**src/hdl/lsystem_symbol_rewrite_defines.svh**
```systemverilog
// Assertion macros shared by the rewrite engine RTL.
// Each macro expects signals named clk and arst_n in the scope where it is used.
`ifndef LSYSTEM_SYMBOL_REWRITE_DEFINES_SVH
`define LSYSTEM_SYMBOL_REWRITE_DEFINES_SVH

// Same-cycle implication, disabled while reset is asserted.
`define LSR_ASSERT_NOW(label, ante, cons, msg) \
	label: assert property (@(posedge clk) disable iff (!arst_n) (ante) |-> (cons)) \
		else $error(msg);

// Next-cycle implication, disabled while reset is asserted.
`define LSR_ASSERT_NEXT(label, ante, cons, msg) \
	label: assert property (@(posedge clk) disable iff (!arst_n) (ante) |=> (cons)) \
		else $error(msg);

`endif

```
**src/hdl/lsr_pkg.sv**
```systemverilog
// Shared types and constants of the symbol rewrite engine.
// Used by lsr_cell, lsr_rule_mem and lsystem_symbol_rewrite; depends on nothing.
package lsr_pkg;

	localparam int SYM_W     = 7;
	localparam int OP_W      = 3;
	localparam int SLOT_W    = 8;
	localparam int RLEN_W    = 5;
	localparam int STATUS_W  = 2;
	localparam int SLEN_W    = 9;
	localparam int CUR_W     = 8;
	localparam int POS_W     = 16;
	localparam int S_TDATA_W = 32;
	localparam int M_TDATA_W = 24;

	typedef enum logic [OP_W-1:0] {
		OP_STEP     = 3'd0,
		OP_RULE_SYM = 3'd1,
		OP_RULE_LEN = 3'd2,
		OP_RESTART  = 3'd3,
		OP_READ     = 3'd4
	} op_t;

	typedef enum logic [STATUS_W-1:0] {
		STAT_DONE  = 2'd0,
		STAT_FULL  = 2'd1,
		STAT_EMPTY = 2'd2,
		STAT_RANGE = 2'd3
	} status_t;

	typedef enum logic [2:0] {
		CELL_HOLD,
		CELL_PUT,
		CELL_INSERT,
		CELL_DELETE,
		CELL_TAP_LOAD,
		CELL_TAP_SHIFT
	} cell_op_t;

	typedef struct packed {
		cell_op_t             op;
		logic [POS_W-1:0]     pos;
		logic [SYM_W-1:0]     sym;
	} cell_cmd_t;

	typedef enum logic [2:0] {
		S_IDLE,
		S_EXEC,
		S_SCAN,
		S_FETCH,
		S_WRITE,
		S_DONE
	} fsm_t;

endpackage

```
**src/hdl/lsr_cell.sv**
```systemverilog
// One string position of the rewrite engine: a symbol and a read tap.
// Depends on lsr_pkg for the broadcast command type.
module lsr_cell #(
	parameter int IDX = 0
) (
	input  logic                     clk,
	input  logic                     arst_n,
	input  lsr_pkg::cell_cmd_t       cmd,
	input  logic [lsr_pkg::SYM_W-1:0] left_sym,
	input  logic [lsr_pkg::SYM_W-1:0] right_sym,
	input  logic [lsr_pkg::SYM_W-1:0] right_tap,
	output logic [lsr_pkg::SYM_W-1:0] sym,
	output logic [lsr_pkg::SYM_W-1:0] tap
);

	localparam logic [lsr_pkg::POS_W-1:0] MY_POS = lsr_pkg::POS_W'(IDX);

	logic [lsr_pkg::SYM_W-1:0] sym_q;
	logic [lsr_pkg::SYM_W-1:0] tap_q;
	logic                      hit;
	logic                      after;

	assign hit   = (cmd.pos == MY_POS);
	assign after = (MY_POS > cmd.pos);
	assign sym   = sym_q;
	assign tap   = tap_q;

	always_ff @(posedge clk or negedge arst_n) begin
		if (!arst_n) begin
			sym_q <= '0;
			tap_q <= '0;
		end else begin
			case (cmd.op)
				lsr_pkg::CELL_PUT: begin
					if (hit) sym_q <= cmd.sym;
				end
				lsr_pkg::CELL_INSERT: begin
					if (hit) sym_q <= cmd.sym;
					else if (after) sym_q <= left_sym;
				end
				lsr_pkg::CELL_DELETE: begin
					if (hit || after) sym_q <= right_sym;
				end
				lsr_pkg::CELL_TAP_LOAD: begin
					tap_q <= hit ? sym_q : '0;
				end
				lsr_pkg::CELL_TAP_SHIFT: begin
					tap_q <= right_tap;
				end
				default: begin
				end
			endcase
		end
	end

endmodule

```
**config.mk**
```make
export PLATFORM = sky130hd
export DESIGN_NAME = lsr_cell
export DESIGN_NICKNAME = d
export VERILOG_FILES = /design/src/hdl/lsystem_symbol_rewrite_defines.svh /design/src/hdl/lsr_pkg.sv /design/src/hdl/lsr_cell.sv
export SDC_FILE = /design/constraint.sdc
export NUM_CORES = 1
export LEC_CHECK = 0
export ABC_AREA = 0
export BUFFER_PORTS_ARGS = -buffer_cell sky130_fd_sc_hd__buf_2
export CORE_MARGIN = 3
export CORE_UTILIZATION = 33
export DETAILED_ROUTE_END_ITERATION = 8
export PLACE_DENSITY = 0.78
export SYNTH_ARGS = -nofsm -noshare
export SYNTH_HDL_FRONTEND = slang
export SYNTH_SLANG_ARGS = --single-unit
```
**constraint.sdc**
```tcl
create_clock -name clk -period 0.8 [get_ports clk]
set_input_delay 0.04 -clock clk [delete_from_list [all_inputs] [get_ports clk]]
set_output_delay 0.04 -clock clk [all_outputs]
set_load 0.05 [all_outputs]
```
==> metrics.txt, run 1 <==
status=finished, violations left; violated checks=setup timing; P&R area growth vs syn=90.1%; DR vias=805; Core ar.=2040 um^2; Final Hold Fails=0; Inst Count DP=155; Initial Utilization=36.3%; Final Instance Count excl. Fillers=169; largest net degree at the start of global routing=15; Std-Cell Rows=16; Avg Inst Size Synth=10.9 um^2; Fill cells=166; Die Area=2850 um^2; GPL Wtd Cong=0.675; Avg WL per Cell=13.6 um; first-pass GRT wire length=3420 um; # diodes=0; setup violators final=28; Ys Warns=0; Syn Nets=117; Pre-antenna DRT Iters=4; minimum clock period=1.18 ns; I/O Buffers=55; clock root buffer master=clkbuf_4; pwr dens=1340 nW/um^2; initial antenna violation count=0; CP max stage delay=0.29 ns; Die Ht=53.4 um; cts bufs inserted=3; layout cells sized above 1=69.7%; Mapped Area=742 um^2; clock-pin slew on the worst setup and hold paths=0.08 ns; Period Utilization, post-route=147%; most frequent cells in the layout=buf_2 (37), buf_6 (21), buf_4 (14), dfrtp_1 (12); DRC=0; DR vias/cell=4.76; vias in the first global route=792; Synth cell types=13; DP Area=1100 um^2; Setup TNS=-4.61 ns; I/O pin cnt=63; hold crit path type=input pin to flip-flop; remaining antenna violation count=0; worst skew pair latency=0.27 ns; Critical Path RT=0.97 ns; Slew @ Worst Pin=0.469 ns; slowest CP cell=mux2_4; worst slack, placed=-0.689 ns; Worst Setup Start Kind=input pin; worst-path maximum fanout=4; DRT iter0 DRCs=15; RSZ-0062 raised after global routing=yes; crit-path cells=buf_2 -> nor4_2 -> and4_4 -> nor3b_4 -> buf_6 -> mux2_4; WL final=2300 um; GRT Total Usage=16.5%; clock sink count=14; fmax=848 MHz; max-cap viol count=0; Post-DP HPWL=1650 um; global route overflow=0; CTS tree=yes; delay-heaviest family, CP=simple AND/OR/NAND/NOR gates; buffer and inverter count on the worst path=2; VDD IR max=0.911 mV; Final #Nets=192; Final Util=69.1%; Die Width=53.4 um; Gate Count Post-Synth=68; relative max-transition margin=68.6%; fin area=1410 um^2; skew final=0.000589 ns; final critical-path setup slack=-0.380 ns; Seq cells post-synth=14; Max Root-Sink Buffers=2; # H-tree levels=1; sequential fraction of the synthesis area=47.2%; commonest non-fill, non-tap cell in the layout=buf_2; final hold slack=0.0101 ns; CP Class=input pin to flip-flop; Critical Path End Type=flip-flop; fin. max-slew vios=0; Worst EP arrival=1.35 ns; Power, Total=1.89 mW; Leakage Power=0.683 nW
path summary, 6_finish.rpt:
kind                          end  cells after the start  slack, ns         start
max                        sym[2]                      6      -0.38       cmd[11]
min                        tap[2]                      3       0.01  right_tap[2]
max reg2reg                tap[4]                      3      -0.04        sym[4]
min reg2reg                tap[2]                      2       0.57        tap[2]
max in group asynchronous  sym[2]                      2       0.37        arst_n
min in group asynchronous  tap[0]                      2       0.17        arst_n
tightest hold or removal path: cells and delay by family:
family | cells | cell delay [ns]
AND/OR/NAND/NOR | 1 | 0.05
buffers and inverters | 1 | 0.09
AO/OA/AOI/OAI | 1 | 0.07
cells by family (layout without fill, tap and decap cells):
logic type      after synthesis  after routing  synth area share [%]
simple gates                 30             30                  23.6
mux                          14             14                  21.2
flops                        14             14                  47.2
compound gates                7              7                  5.90
buf+inv                       3             77                  2.02
Yosys cell counts, drive strengths merged:
| cell type | number | area (um^2) |
|---|---|---|
| a31oi | 7 | 43.8 |
| and4 | 1 | 8.76 |
| buf | 1 | 7.51 |
| clkbuf | 2 | 7.51 |
| dfrtp | 14 | 350 |
| mux2 | 14 | 158 |
| nand2 | 7 | 26.3 |
| nand3b | 8 | 60.1 |
| nor2 | 8 | 30.0 |
| nor2b | 1 | 6.26 |
| nor3b | 1 | 18.8 |
| nor4 | 4 | 25.0 |
routing by layer:
layer	vias to the layer above	wire length [um]	global-route usage (%)
met5	-	0	0
met4	0	25	6.38
met3	4	182	2.82
met2	39	1160	28.0
met1	364	930	20.6
li1	398	-	-
final cells by class:
type                            count  area [um^2]  area share (%)
Clock buffer                        4         36.3            2.57
Multi-Input combinational cell     51          450            31.9
Sequential cell                    14          353            25.0
Tap cell                           27         33.8            2.40
Timing Repair Buffer               73          537            38.1
power breakdown:
group          internal [mW]  switching, mW
Sequential             0.755         0.0320
Combinational          0.289          0.324
Clock                  0.277          0.214
Total                   1.32          0.570
state kept, by name, indices dropped and copies added, names as in the netlist:
name / cells
tap: 7
sym: 7
what timing repair did:
item,CTS,global route
buffers inserted,6,4
pin swaps,3,11
setup endpoints to repair,28,28
hold buffers,1,0
resized for setup,41,9
cloned,0,0
endpoints found under the hold margin,14,0
Note: power is estimated with default switching activity, not from simulation.
==> run 2: changes to the inputs <==
--- a/config.mk
+++ b/config.mk
@@ -8,9 +8,9 @@
 export ABC_AREA = 0
 export BUFFER_PORTS_ARGS = -buffer_cell sky130_fd_sc_hd__buf_2
 export CORE_MARGIN = 3
-export CORE_UTILIZATION = 33
+export CORE_UTILIZATION = 37
 export DETAILED_ROUTE_END_ITERATION = 8
-export PLACE_DENSITY = 0.78
+export PLACE_DENSITY = 0.82
 export SYNTH_ARGS = -nofsm -noshare
 export SYNTH_HDL_FRONTEND = slang
 export SYNTH_SLANG_ARGS = --single-unit
==> constraint.sdc (replaced) <==
create_clock -name clk -period 1.25 [get_ports clk]
set_input_delay 0.0625 -clock clk [delete_from_list [all_inputs] [get_ports clk]]
set_output_delay 0.0625 -clock clk [all_outputs]
set_load 0.05 [all_outputs]
==> run 2 against run 1 <==
Against the previous run:
- the run now ends clean
- worst setup slack improved by 0.42 ns
- clock power decreased by 36%
- critical path depth did not move
- clock skew barely moved
- sequential power fell by 37%
- first-iteration DRC count down 13%
- register-to-register slack improved by 0.50 ns
- flip-flop and latch count is the same
- total power fell by 41%
- global-route usage decreased by 0.87 points
==> metrics.txt, run 2 (synthesized netlist as in run 1, its figures left out) <==
RSZ-0062 raised after global routing=yes; final critical-path setup slack=0.0400 ns (+0.420 ns); vias in the first global route=717 (-9.5%); # H-tree levels=1 (unchanged); CP Capture Point=sym[5]; clock-pin slew on the worst setup and hold paths=0.08 ns (about the same); Die Area=2580 um^2 (-9.6%); Critical Path End Type=flip-flop; first-pass GRT wire length=3050 um (-11%); Max Root-Sink Buffers=2 (unchanged); R2R setup slack=0.46 ns (+0.50 ns); VDD IR max=0.613 mV (-33%); worst slack, placed=-0.264 ns (+0.425 ns); Worst EP arrival=1.37 ns (+0.02 ns); commonest non-fill, non-tap cell in the layout=buf_2; Slew @ Worst Pin=0.804 ns (+0.336 ns); global route overflow=0 (unchanged); CP max stage delay=0.32 ns (+0.03 ns); Die Ht=50.8 um (-4.9%); largest net degree at the start of global routing=15 (unchanged); Power, Total=1.11 mW (-41%); Final #Nets=184 (-4.2%); slowest CP cell=mux2_2; relative max-transition margin=46.3% (-22 points); worst setup path start=cmd[18]; Worst R2R Path Depth=1 (-2); number of cells on the critical path=6 (unchanged); clock sink count=14 (unchanged); Die Width=50.8 um (-4.9%); cts bufs inserted=3 (unchanged); DRT iter0 DRCs=13 (-2); Core ar.=1800 um^2 (-12%); DRC=0 (unchanged); R2R Path Start=sym[2]; fmax=826 MHz; WL final=1940 um (-16%); status=finished clean; CTS tree=yes; Inst Count DP=153 (-1.3%); worst-path maximum fanout=3 (-1); layout cells sized above 1=62.7% (-7.0 points); DR vias/cell=4.72 (-0.97%); worst skew pair latency=0.27 ns (about the same); Setup TNS=0 ns (+4.61 ns); minimum clock period=1.21 ns; Critical Path RT=1.41 ns (+0.44 ns); skew final=0.000348 ns (-0.000241 ns); clock root buffer master=clkbuf_4; Period Utilization, post-route=96.8%; Initial Utilization=41.2% (+4.8 points); Post-DP HPWL=1610 um (-2.4%); Final Hold Fails=0 (unchanged); P&R area growth vs syn=57.0%; remaining antenna violation count=0 (unchanged); hold crit path type=input pin to flip-flop; fin. max-slew vios=0 (unchanged); Avg WL per Cell=12.2 um (-11%); # diodes=0 (unchanged); Std-Cell Rows=15 (-1); setup violators final=0 (-100%); Worst Setup Start Kind=input pin; I/O Buffers=55 (unchanged); Final Util=64.7% (-4.4 points); DR vias=750 (-6.8%); Leakage Power=0.605 nW (-11%); CP Class=input pin to flip-flop; max-cap viol count=0 (unchanged); initial antenna violation count=0 (unchanged); GPL Wtd Cong=0.716 (+6.1%); GRT Total Usage=15.6% (-0.87 points); crit-path cells=buf_2 -> nor4_1 -> and4_1 -> nor3b_4 -> buf_4 -> mux2_2; Final Instance Count excl. Fillers=159 (-5.9%); RR Endpoint=sym[2]; most frequent cells in the layout=buf_2 (55), dfrtp_1 (14), mux2_2 (12); buffer and inverter count on the worst path=2 (unchanged); delay-heaviest family, CP=simple AND/OR/NAND/NOR gates; pwr dens=956 nW/um^2 (-29%); I/O pin cnt=63 (unchanged); Pre-antenna DRT Iters=4 (unchanged)
## run 2: power breakdown
part | internal (mW) | leakage (nW) | switching, mW
clock | 0.177 | 0.0210 | 0.135
sequential | 0.482 | 0.179 | 0.0138
combinational | 0.116 | 0.405 | 0.189
## run 2: area by class of cell
class                           instances  area [um^2]
Fill cell                             167          637
Tap cell                               25         31.3
Sequential cell                        14          350
Multi-Input combinational cell         51          390
Timing Repair Buffer                   65          357
Clock buffer                            4         36.3
## run 2: stage by stage
| step | cell area, um^2 | hold WS (ns) |
|---|---|---|
| 4_1_cts | 1140 | 0.0295 |
| 3_5_place_dp | 1090 | -0.0280 |
| 2_1_floorplan | 742 | -0.233 |
| 6_report | 1160 | 0.0428 |
| 3_3_place_gp | 1090 | -0.0370 |
| 5_1_grt | 1160 | 0.0273 |
## run 2: how the worst min path moves through the flow
stage,from,end,cells past startpoint
floorplan,arst_n,sym[0],0
global placement,arst_n,tap[2],1
CTS,right_tap[0],tap[0],3
detailed placement,arst_n,tap[2],1
global route,right_tap[3],tap[3],3
finish,right_tap[6],tap[6],3
## run 2: timing repair
item | CTS | global route
endpoints found under the hold margin | 14 | 0
endpoints found under the setup margin | 0 | 7
setup buffers | 0 | 1
gates resized for setup | 0 | 4
hold buffers | 1 | 0
## run 2: per-layer routing
layer	part of all wire, %	GRT usage (%)
met5	0	0
met4	0	4.04
met1	40	18.3
met3	9.8	4.15
met2	50	28.0
==> run 3: changes to the inputs <==
--- a/config.mk
+++ b/config.mk
@@ -6,11 +6,11 @@
 export NUM_CORES = 1
 export LEC_CHECK = 0
 export ABC_AREA = 0
-export BUFFER_PORTS_ARGS = -buffer_cell sky130_fd_sc_hd__buf_2
 export CORE_MARGIN = 3
-export CORE_UTILIZATION = 37
+export CORE_UTILIZATION = 55
 export DETAILED_ROUTE_END_ITERATION = 8
-export PLACE_DENSITY = 0.82
+export DONT_BUFFER_PORTS = 1
+export PLACE_DENSITY = 0.74
 export SYNTH_ARGS = -nofsm -noshare
 export SYNTH_HDL_FRONTEND = slang
 export SYNTH_SLANG_ARGS = --single-unit
==> constraint.sdc (replaced) <==
create_clock -name clk -period 1.25 [get_ports clk]
set_input_delay 0.1875 -clock clk [delete_from_list [all_inputs] [get_ports clk]]
set_output_delay 0.1875 -clock clk [all_outputs]
set_load 0.05 [all_outputs]
==> run 3 against run 2 <==
Against the previous run:
- core utilization grew 15 points
- first-iteration DRC count shrank 46%
- clock skew is essentially flat
==> metrics.txt, run 3 (synthesized netlist as in run 1, its figures left out) <==
layout cells sized above 1=43.2% (-20 points); skew final=0.000248 ns (-0.0000993 ns); Post-DP HPWL=1300 um (-19%); clock root buffer master=clkbuf_4; GPL Wtd Cong=0.685 (-4.4%); Avg WL per Cell=16.9 um (+39%); # diodes=0 (unchanged); largest net degree at the start of global routing=17 (+2); VDD IR max=0.835 mV (+36%); Worst Setup Start Kind=input pin; relative max-transition margin=57.2% (+11 points); Die Area=1830 um^2 (-29%); Period Utilization, post-route=94.9% (-1.9 points); minimum clock period=1.19 ns (-0.0232 ns); Max Root-Sink Buffers=2 (unchanged); max-cap viol count=0 (unchanged); status=finished clean; DP Area=880 um^2 (-20%); Pre-antenna DRT Iters=4 (unchanged); clock sink count=14 (unchanged); fin area=942 um^2 (-19%); final hold slack=0.0353 ns (-0.00757 ns); commonest non-fill, non-tap cell in the layout=buf_4; Critical Path End Type=flip-flop; final critical-path setup slack=0.0632 ns (+0.0232 ns); Slew @ Worst Pin=0.640 ns (-0.164 ns); most frequent cells in the layout=buf_4 (17), dfrtp_1 (14), mux2_2 (13), nand3b_1 (8), nor2_1 (8); vias in the first global route=562 (-22%); CTS tree=yes; CP Class=input pin to flip-flop; fin. max-slew vios=0 (unchanged); GRT Total Usage=19.0% (+3.4 points); initial antenna violation count=0 (unchanged); Worst EP arrival=1.36 ns (about the same); Power, Total=1.08 mW (-2.8%); Final Hold Fails=0 (unchanged); WL final=1730 um (-11%); first-pass GRT wire length=2600 um (-15%); worst skew pair latency=0.29 ns (+0.02 ns); global route overflow=0 (unchanged); Die Ht=42.7 um (-16%); pwr dens=1150 nW/um^2 (+20%); RSZ-0062 raised after global routing=no; hold crit path type=input pin to flip-flop; I/O pin cnt=63 (unchanged); Leakage Power=0.424 nW (-30%); DRC=0 (unchanged); clock-pin slew on the worst setup and hold paths=0.09 ns (about the same); Final #Nets=138 (-25%); worst-path maximum fanout=7 (+4); fmax=843 MHz (+2.0%); I/O Buffers=0 (-100%); P&R area growth vs syn=27.0%; Setup Buffers After CTS=0 (unchanged); Initial Utilization=62.6% (+21 points); worst slack, placed=-0.262 ns (+0.00157 ns); DRT iter0 DRCs=7 (-6); Core ar.=1190 um^2 (-34%); Std-Cell Rows=12 (-3); Critical Path RT=1.43 ns (+0.02 ns); DR vias/cell=6.05 (+28%); remaining antenna violation count=0 (unchanged); setup violators final=0 (unchanged); # H-tree levels=1 (unchanged); Final Util=79.4% (+15 points); cts bufs inserted=3 (unchanged); DR vias=617 (-18%); Die Width=42.7 um (-16%)
run 3: cell count changes in the layout (fill, tap and decap cells not counted):
cell	previous run	this run
mux2_2	12	13
mux2_4	2	0
mux2_1	0	1
nor4_2	1	2
buf_4	8	17
nor4_1	3	2
buf_2	55	0
run 3: repair_timing:
action | CTS | global route
endpoints found under the setup margin | 0 | 7
hold buffers | 1 | 0
gates resized for setup | 0 | 3
endpoints found under the hold margin | 14 | 0
run 3: critical path, stage by stage:
cell and delay (ns):
nor4_2 0.24, and4_1 0.25, nor3b_4 0.20, buf_6 0.15
mux2_2 0.33
run 3: report_power, final:
part,internal (mW),switching (mW)
Combinational,0.0858,0.161
Sequential,0.482,0.0140
Clock,0.178,0.162
run 3: cell type report:
class	instances	area, um^2
multi-input cells	51	389
clock buffers	4	36.3
well taps	14	17.5
repair buffers	19	149
fillers	78	244
flip-flops and latches	14	350
run 3: stage by stage:
stage,std cells,setup TNS [ns]
6_report,102,0
5_1_grt,102,0
4_1_cts,102,0
3_5_place_dp,97,-1.75
3_3_place_gp,97,-1.51
2_1_floorplan,68,-2.04
run 3: final timing paths:
check,start,endpoint,slack [ns],cells past startpoint
min reg2reg,sym[2],sym[2],0.55,1
max,cmd[16],sym[3],0.06,5
max in group asynchronous,arst_n,sym[4],0.48,1
min in group asynchronous,arst_n,tap[2],0.35,1
max reg2reg,sym[2],sym[2],0.45,1
min,cmd[23],tap[6],0.04,2
run 3: routing by layer:
metal / share of wire, % / up-vias / global-route usage, %
met3: 8.9 / 5 / 6.36
met1: 41 / 291 / 24.7
met2: 48 / 29 / 29.0
met4: 1.9 / 0 / 7.45
met5: 0 / - / 0
li1: - / 292 / -
